==> src/rtl/core/rlsm_pkg.sv <==
// rlsm_pkg: shared types and constants of the radio link sequence monitor
`default_nettype none

package rlsm_pkg;

  // register indexes on the configuration port
  localparam int unsigned CFG_INDEX_W = 2;
  localparam logic [CFG_INDEX_W-1:0] REG_FAILSAFE_TIMEOUT = 2'd0;
  localparam logic [CFG_INDEX_W-1:0] REG_COMMAND_PERIOD   = 2'd1;

  // register reset values
  localparam logic [15:0] FAILSAFE_TIMEOUT_RESET = 16'd200;
  localparam logic [7:0]  COMMAND_PERIOD_RESET   = 8'd20;

  // request kinds
  localparam logic MODE_TICK  = 1'b0;
  localparam logic MODE_FRAME = 1'b1;

  // saturation limits
  localparam logic [3:0]  QUALITY_MAX = 4'd15;
  localparam logic [7:0]  AGE_OUT_MAX = 8'd255;
  localparam logic [15:0] COUNT_MAX   = 16'hFFFF;

  typedef struct packed {
    logic [15:0] failsafe_timeout_ms;
    logic [7:0]  command_period_ms;
  } cfg_t;

  typedef struct packed {
    logic       mode;
    logic [7:0] seq;
  } item_t;

  typedef struct packed {
    logic        link_up;
    logic [3:0]  quality_level;
    logic [7:0]  frame_age_ms;
    logic        was_duplicate;
    logic [15:0] dropped_total;
    logic [15:0] duplicate_total;
    logic [15:0] resync_total;
    logic        slot_tick;
  } result_t;

endpackage

`default_nettype wire

==> src/rtl/core/rlsm_tracker.sv <==
// rlsm_tracker: link state, sequence checks and quality window, one request per cycle in which fire is high
`default_nettype none

module rlsm_tracker #(
  parameter int unsigned WINDOW_SLOTS = 16
) (
  input  wire logic             clk,
  input  wire logic             rst,
  input  wire logic             fire,
  input  wire rlsm_pkg::item_t  item,
  input  wire rlsm_pkg::cfg_t   cfg,
  output rlsm_pkg::result_t     res
);

  localparam int unsigned CNT_W = $clog2(WINDOW_SLOTS + 1);

  logic [7:0]              last_sequence;
  logic                    sequence_seen;
  logic                    frame_seen;
  logic [15:0]             age_counter;
  logic [7:0]              slot_counter;
  logic [WINDOW_SLOTS-1:0] slot_window;
  logic [CNT_W-1:0]        ones_count;
  logic [15:0]             dropped_counter;
  logic [15:0]             duplicate_counter;
  logic [15:0]             resync_counter;

  logic [7:0]              last_sequence_next;
  logic                    sequence_seen_next;
  logic                    frame_seen_next;
  logic [15:0]             age_counter_next;
  logic [7:0]              slot_counter_next;
  logic [WINDOW_SLOTS-1:0] slot_window_next;
  logic [CNT_W-1:0]        ones_count_next;
  logic [15:0]             dropped_counter_next;
  logic [15:0]             duplicate_counter_next;
  logic [15:0]             resync_counter_next;

  logic        was_up;
  logic        up_after;
  logic [7:0]  period;
  logic [7:0]  slot_inc;
  logic        slot_hit;
  logic [7:0]  gap;
  logic [7:0]  gap_m1;
  logic [16:0] drop_sum;
  logic        shift_en;
  logic        shift_bit;
  logic        dup;
  logic [7:0]  quality_wide;

  // link state before this request
  assign was_up = frame_seen && (age_counter < cfg.failsafe_timeout_ms);

  // slot timing, a zero period acts as one
  assign period   = (cfg.command_period_ms == 8'd0) ? 8'd1 : cfg.command_period_ms;
  assign slot_inc = slot_counter + 8'd1;
  assign slot_hit = (slot_inc >= period);

  // wrap-safe sequence gap and the drop total it implies
  assign gap      = item.seq - last_sequence;
  assign gap_m1   = gap - 8'd1;
  assign drop_sum = {1'b0, dropped_counter} + {9'd0, gap_m1};

  // next state for one request
  always_comb begin
    last_sequence_next     = last_sequence;
    sequence_seen_next     = sequence_seen;
    frame_seen_next        = frame_seen;
    age_counter_next       = age_counter;
    slot_counter_next      = slot_counter;
    dropped_counter_next   = dropped_counter;
    duplicate_counter_next = duplicate_counter;
    resync_counter_next    = resync_counter;
    shift_en               = 1'b0;
    shift_bit              = 1'b0;
    dup                    = 1'b0;
    if (item.mode == rlsm_pkg::MODE_TICK) begin
      if (age_counter != rlsm_pkg::COUNT_MAX) begin
        age_counter_next = age_counter + 16'd1;
      end
      slot_counter_next = slot_hit ? 8'd0 : slot_inc;
      // an empty slot only counts while the link is down
      if (slot_hit && !(frame_seen && (age_counter_next < cfg.failsafe_timeout_ms))) begin
        shift_en = 1'b1;
      end
    end else begin
      age_counter_next = 16'd0;
      frame_seen_next  = 1'b1;
      shift_en         = 1'b1;
      shift_bit        = 1'b1;
      if (!sequence_seen) begin
        last_sequence_next = item.seq;
        sequence_seen_next = 1'b1;
      end else if (!was_up) begin
        // link came back: take a new baseline
        last_sequence_next = item.seq;
        if (resync_counter != rlsm_pkg::COUNT_MAX) begin
          resync_counter_next = resync_counter + 16'd1;
        end
      end else if (gap == 8'd0) begin
        dup = 1'b1;
        if (duplicate_counter != rlsm_pkg::COUNT_MAX) begin
          duplicate_counter_next = duplicate_counter + 16'd1;
        end
      end else begin
        last_sequence_next   = item.seq;
        dropped_counter_next = drop_sum[16] ? rlsm_pkg::COUNT_MAX : drop_sum[15:0];
      end
    end
  end

  // quality window with a running count of ones
  always_comb begin
    slot_window_next = slot_window;
    ones_count_next  = ones_count;
    if (shift_en) begin
      slot_window_next = {slot_window[WINDOW_SLOTS-2:0], shift_bit};
      ones_count_next  = ones_count + CNT_W'(shift_bit) - CNT_W'(slot_window[WINDOW_SLOTS-1]);
    end
  end

  // result of this request
  assign up_after     = frame_seen_next && (age_counter_next < cfg.failsafe_timeout_ms);
  assign quality_wide = 8'(ones_count_next);

  always_comb begin
    res.link_up         = up_after;
    res.quality_level   = (quality_wide > {4'd0, rlsm_pkg::QUALITY_MAX}) ?
                          rlsm_pkg::QUALITY_MAX : quality_wide[3:0];
    res.frame_age_ms    = (age_counter_next > {8'd0, rlsm_pkg::AGE_OUT_MAX}) ?
                          rlsm_pkg::AGE_OUT_MAX : age_counter_next[7:0];
    res.was_duplicate   = dup;
    res.dropped_total   = dropped_counter_next;
    res.duplicate_total = duplicate_counter_next;
    res.resync_total    = resync_counter_next;
    res.slot_tick       = (item.mode == rlsm_pkg::MODE_TICK) && slot_hit;
  end

  // state registers
  always_ff @(posedge clk) begin
    if (rst) begin
      last_sequence     <= '0;
      sequence_seen     <= 1'b0;
      frame_seen        <= 1'b0;
      age_counter       <= '0;
      slot_counter      <= '0;
      slot_window       <= '0;
      ones_count        <= '0;
      dropped_counter   <= '0;
      duplicate_counter <= '0;
      resync_counter    <= '0;
    end else if (fire) begin
      last_sequence     <= last_sequence_next;
      sequence_seen     <= sequence_seen_next;
      frame_seen        <= frame_seen_next;
      age_counter       <= age_counter_next;
      slot_counter      <= slot_counter_next;
      slot_window       <= slot_window_next;
      ones_count        <= ones_count_next;
      dropped_counter   <= dropped_counter_next;
      duplicate_counter <= duplicate_counter_next;
      resync_counter    <= resync_counter_next;
    end
  end

  // running count tracks the window contents
  assert property (@(posedge clk) disable iff (rst)
    ones_count == CNT_W'($countones(slot_window)))
    else $error("quality count out of step with window");

  // a baseline exists only after a frame
  assert property (@(posedge clk) disable iff (rst)
    sequence_seen |-> frame_seen)
    else $error("baseline set without a frame");

  // a frame clears the age
  assert property (@(posedge clk) disable iff (rst)
    fire && (item.mode == rlsm_pkg::MODE_FRAME) |=> (age_counter == 16'd0) && frame_seen)
    else $error("frame did not restart the age");

  // a result is never both a slot and a duplicate
  assert property (@(posedge clk) disable iff (rst)
    fire |-> !(res.slot_tick && res.was_duplicate))
    else $error("slot and duplicate flagged together");

endmodule

`default_nettype wire

==> src/rtl/core/radio_link_sequence_monitor.sv <==
// radio_link_sequence_monitor: top level with request and result registers
// Path: an accepted request is captured in the request register, passes the tracker
// and is loaded into the result register once the result stage is free.
// Throughput: one request per cycle when out_stall is low, set by the single-pass update.
// Reset: synchronous rst clears all counters, the window and the link state,
// and loads a failsafe timeout of 200 ms and a command period of 20 ms.
`default_nettype none

module radio_link_sequence_monitor #(
  parameter int unsigned WINDOW_SLOTS = 16
) (
  input  wire logic                             clk,
  input  wire logic                             rst,
  // configuration port
  input  wire logic                             cfg_write,
  input  wire logic [rlsm_pkg::CFG_INDEX_W-1:0] cfg_index,
  input  wire logic [15:0]                      cfg_data,
  // request channel
  input  wire logic                             in_valid,
  output logic                                  in_stall,
  input  wire logic                             mode,
  input  wire logic [7:0]                       seq,
  // result channel
  output logic                                  out_valid,
  input  wire logic                             out_stall,
  output logic                                  link_up,
  output logic [3:0]                            quality_level,
  output logic [7:0]                            frame_age_ms,
  output logic                                  was_duplicate,
  output logic [15:0]                           dropped_total,
  output logic [15:0]                           duplicate_total,
  output logic [15:0]                           resync_total,
  output logic                                  slot_tick
);

  rlsm_pkg::cfg_t    cfg;
  rlsm_pkg::item_t   in_item;
  logic              in_item_valid;
  rlsm_pkg::result_t res_next;
  rlsm_pkg::result_t res;
  logic              out_free;
  logic              fire;

  // configuration registers
  always_ff @(posedge clk) begin
    if (rst) begin
      cfg.failsafe_timeout_ms <= rlsm_pkg::FAILSAFE_TIMEOUT_RESET;
      cfg.command_period_ms   <= rlsm_pkg::COMMAND_PERIOD_RESET;
    end else if (cfg_write) begin
      unique case (cfg_index)
        rlsm_pkg::REG_FAILSAFE_TIMEOUT: cfg.failsafe_timeout_ms <= cfg_data;
        rlsm_pkg::REG_COMMAND_PERIOD:   cfg.command_period_ms   <= cfg_data[7:0];
        default: ;
      endcase
    end
  end

  // handshake between the two register stages
  assign out_free = !out_valid || !out_stall;
  assign fire     = in_item_valid && out_free;
  assign in_stall = in_item_valid && !out_free;

  // request register
  always_ff @(posedge clk) begin
    if (rst) begin
      in_item_valid <= 1'b0;
    end else if (!in_stall) begin
      in_item_valid <= in_valid;
    end
  end

  always_ff @(posedge clk) begin
    if (in_valid && !in_stall) begin
      in_item.mode <= mode;
      in_item.seq  <= seq;
    end
  end

  rlsm_tracker #(
    .WINDOW_SLOTS (WINDOW_SLOTS)
  ) u_tracker (
    .clk  (clk),
    .rst  (rst),
    .fire (fire),
    .item (in_item),
    .cfg  (cfg),
    .res  (res_next)
  );

  // result register
  always_ff @(posedge clk) begin
    if (rst) begin
      out_valid <= 1'b0;
    end else if (out_free) begin
      out_valid <= fire;
    end
  end

  always_ff @(posedge clk) begin
    if (fire) begin
      res <= res_next;
    end
  end

  assign link_up         = res.link_up;
  assign quality_level   = res.quality_level;
  assign frame_age_ms    = res.frame_age_ms;
  assign was_duplicate   = res.was_duplicate;
  assign dropped_total   = res.dropped_total;
  assign duplicate_total = res.duplicate_total;
  assign resync_total    = res.resync_total;
  assign slot_tick       = res.slot_tick;

  // a held request never moves while the result stage is blocked
  assert property (@(posedge clk) disable iff (rst)
    in_stall |-> out_valid && out_stall)
    else $error("request stalled with a free result stage");

  // a processed request always produces a valid result
  assert property (@(posedge clk) disable iff (rst)
    fire |=> out_valid)
    else $error("processed request produced no result");

  // a result waiting on a stall is held stable in the result register
  assert property (@(posedge clk) disable iff (rst)
    out_valid && out_stall |=> $stable(res))
    else $error("result changed while stalled");

endmodule

`default_nettype wire
==> config.mk <==
export PLATFORM = sky130hd
export DESIGN_NAME = radio_link_sequence_monitor
export DESIGN_NICKNAME = d
export VERILOG_FILES = /design/src/rtl/core/rlsm_pkg.sv /design/src/rtl/core/rlsm_tracker.sv /design/src/rtl/core/radio_link_sequence_monitor.sv
export SDC_FILE = /design/constraint.sdc
export NUM_CORES = 1
export LEC_CHECK = 0
export BUFFER_PORTS_ARGS = -buffer_cell sky130_fd_sc_hd__buf_2
export CAP_MARGIN = 0
export CORE_MARGIN = 2
export CORE_UTILIZATION = 54
export DETAILED_ROUTE_END_ITERATION = 8
export PLACE_DENSITY = 0.71
export SYNTH_ARGS = -nofsm -noshare
export SYNTH_HDL_FRONTEND = slang
export SYNTH_SLANG_ARGS = --single-unit
==> constraint.sdc <==
create_clock -name clk -period 7.6 [get_ports clk]
set_clock_uncertainty 0.2 [all_clocks]
set_input_delay 0.76 -clock clk [delete_from_list [all_inputs] [get_ports clk]]
set_output_delay 0.76 -clock clk [all_outputs]
set_load 0.1 [all_outputs]
==> run_results.csv <==
group,metric,value,unit
outcome,outcome,"complete, no violations",
pwr,ir_drop,159,uV
clock_network,cts_root_buffer,"clkbuf_16",
floorplan,start_util,54.6,%
synth,syn_avg_cell_area,9.11,um2
clock_network,htree_levels,1,
timing,hold_violations,0,
synth,ys_async_sr_fraction,0,%
worst_setup_path,required,7.79,ns
route,drtAntennaViolNets,0,
pwr,cellPowerDensity,194,nW/um2
synth,ys_ff_latch,201,
final_layout,n_antenna_cell,0,
synth,muxShareOfSynthArea,5.33,%
final_layout,area_growth,11.2,%
clock_network,clk_path_buf_depth,3,
place,place_worst_setup_slack,3.25,ns
synth,synthCells,1297,
synth,yosys.area_share.adder,8.88,%
worst_setup_path,critPathMaxFanout,17,
route,drcViolationCount,0,
grt,grt_max_degree,97,
grt,grt_pass1_wl,44700,um
synth,synth_top_family_by_area,"simple AND/OR/NAND/NOR gates",
pwr,leakage,5.23,nW
floorplan,core,21600,um2
synth,syn_area,11800,um2
worst_hold_path,hold_class,"input pin to flop",
worst_setup_path,crit_type,"flop to flop",
route,wirelength,26300,um
final_layout,fill_cells,1944,
synth,synth_xor_area_share,4.45,%
place,hpwlAfterDp,18100,um
timing,fmax,225,MHz
timing,fin_setup_tns,0,ns
place,place.gp.congestion,0.892,
place,placedCellCount,1612,
worst_setup_path,crit_start,"u_tracker.age_counter[0]",
route,wl_per_cell,15.9,um
synth,yosysWarningCount,0,
clock_network,cts_setup_buffers,0,
worst_setup_path,crit_chain,"ha_1, nand3_2, nor3_1, or2_2, nor2_1, xnor2_1, inv_1, ha_1, and3_1, o21ai_0, o2111ai_1, or4b_4, a31oi_4, nor2_4, a31o_2",
synth,ys.flop_type,"dfxtp_1",
place,io_buffers,96,
route,vias_per_cell,5.83,
clock_network,cts_tree,"yes",
floorplan,die_h,152,um
synth,synth-simple-area-share,21.6,%
timing,fin_ws,3.16,ns
timing,holdWs,0.237,ns
synth,syn_nets,1411,
timing,worstMarginPinSlew,1.10,ns
route,vias,9634,
grt,track_usage,22.6,%
worst_setup_path,start_kind,"flop",
grt,grt_pass1_vias,9160,
worst_setup_path,ff2ff_path_depth,15,
clock_network,clk_latency,0.50,ns
timing,fin_crit_sh,58.4,%
timing,slew_headroom,26.7,%
final_layout,drive_gt1_share,14.8,%
route,dr.pass1.iters,5,
floorplan,die_x,152,um
clock_network,cts_made_buffers,23,
worst_hold_path,min_from,"seq[7]",
final_layout,final_cells,1653,
clock_network,clock_sinks,201,
clock_network,clk_pin_slew,0.06,ns
synth,synth_compound_area_share,14.9,%
final_layout,finalNetCount,1471,
worst_setup_path,crit_arrival,4.63,ns
worst_setup_path,crit_path_top_delay_cell,"or4b_4",
worst_setup_path,cp-end-kind,"flop",
job,cap_viol_max_count,0,
worst_setup_path,cp_common_cell,"ha_1",
timing,period_needed,4.44,ns
worst_setup_path,slowest_delay,0.60,ns
final_layout,design_area,13100,um2
synth,synth_cell_type_count,77,
timing,setup_violations,0,
clock_network,postCtsHoldBufs,0,
clock_network,cts_resized,0,
place,dpl_cell_area,12400,um2
timing,slew_viol_final,0,
grt,grt_antenna_before_repair,0,
floorplan,dieArea,23100,um2
timing,rsz0062_at_grt,"false",
synth,synth_edf_count,72,
worst_hold_path,hold_depth,1,
worst_setup_path,timing.rr.start,"u_tracker.age_counter[0]",
route,drtIter0Drc,514,
floorplan,io_pins,97,
grt,grt_overflow,0,
synth,ys_seq_area_share,40.2,%
floorplan,rows,54,
per-layer routing:
layer	GRT usage [%]	wire length [um]	part of all wire, %
met2	37.3	12200	46
met4	6.14	531	2.0
met5	0	0	0
met3	3.17	1440	5.5
met1	31.2	12200	46
Yosys cell counts (5+ instances only):
| cell type | n | area, um2 |
|---|---|---|
| and2_1 | 8 | 50.1 |
| nand2_1 | 147 | 552 |
| nand3_1 | 40 | 200 |
| edfxtp_1 | 72 | 2160 |
| inv_1 | 63 | 236 |
| nor2b_1 | 24 | 150 |
| clkbuf_1 | 38 | 143 |
| o41ai_1 | 5 | 43.8 |
| mux2_2 | 27 | 304 |
| or3_1 | 8 | 50.1 |
| xor2_1 | 37 | 324 |
| o211ai_1 | 6 | 45.0 |
| a211oi_1 | 13 | 97.6 |
| or4_1 | 7 | 52.6 |
| o21a_1 | 8 | 60.1 |
| nor3b_1 | 6 | 45.0 |
| a21oi_1 | 96 | 480 |
| nand2b_1 | 9 | 56.3 |
| o31ai_1 | 11 | 82.6 |
| nor3_1 | 52 | 260 |
| ha_1 | 79 | 988 |
| or2_2 | 6 | 37.5 |
| a41oi_1 | 6 | 52.6 |
| dfxtp_1 | 129 | 2580 |
| nor4_1 | 28 | 175 |
| buf_1 | 11 | 41.3 |
| nor2_1 | 83 | 312 |
| nand4_1 | 21 | 131 |
| a21o_1 | 14 | 105 |
| a31oi_1 | 17 | 106 |
| nand3b_1 | 6 | 45.0 |
| mux2i_1 | 28 | 280 |
| o21ai_0 | 42 | 210 |
| and4_1 | 10 | 87.6 |
| xnor2_1 | 23 | 201 |
| buf_2 | 17 | 85.1 |
| and3_1 | 22 | 138 |
power by group:
group	switching, mW	total (mW)	internal, mW
Sequential	0.0136	1.16	1.14
Clock	0.431	1.06	0.631
Combinational	0.245	0.325	0.0799
Total	0.690	2.54	1.85
flip-flops by register name, indices dropped and copies added, names as in the netlist, 16 cells and up:
signal,count
cfg,24
dropped_total,16
duplicate_total,16
resync_total,16
u_tracker.age_counter,16
u_tracker.dropped_counter,16
u_tracker.duplicate_counter,16
u_tracker.resync_counter,16
u_tracker.slot_window,16
worst max-delay path: cells and delay by family (launching register included):
family | cells | cell delay (ns)
simple gates | 7 | 1.67
compound gates | 4 | 1.07
fa+ha+maj | 2 | 0.57
flops | 1 | 0.49
xor+xnor | 1 | 0.25
buf+inv | 1 | 0.08
final cells by class:
type / instances / area (um2) / share of cell area (%)
clock buffer: 31 / 647 / 4.92
clock inverter: 10 / 81.3 / 0.619
inverter: 66 / 249 / 1.90
multi-input combinational: 960 / 6520 / 49.6
sequential: 201 / 4740 / 36.1
tap: 280 / 350 / 2.67
timing repair buffer: 105 / 551 / 4.19
cells by family after synthesis:
group,Yosys count
flops,201
fa+ha+maj,82
mux,59
simple gates,495
compound gates,264
xor+xnor,60
buf+inv,136
layout by cell type (no fill, tap or decap), types with 14 or more instances in the layout:
cell,netlist,routed
a21o_1,14,14
a21oi_1,96,96
a31oi_1,17,17
and3_1,22,22
buf_2,17,95
clkbuf_16,0,24
dfxtp_1,129,129
edfxtp_1,72,72
ha_1,79,79
inv_1,63,63
mux2_2,27,27
mux2i_1,28,28
nand2_1,147,147
nand3_1,40,40
nand4_1,21,21
nor2_1,83,83
nor2b_1,24,24
nor3_1,52,52
nor4_1,28,28
o21ai_0,42,42
xnor2_1,23,23
xor2_1,37,37
final timing paths:
path / slack [ns] / endpoint
worst max-delay path: 3.16 / u_tracker.slot_window[1]
worst min-delay path: 0.24 / in_item[7]
worst max register to register: 3.16 / u_tracker.slot_window[1]
worst min register to register: 0.25 / cfg[9]
per-stage QoR:
step	util (%)	power, mW
after floorplan	-	1.44
after global placement	57.4	1.50
after detailed placement	57.4	1.50
after CTS	60.8	2.57
after global routing	60.8	2.65
final	60.8	2.54
Power figures use the tool's default switching activity.
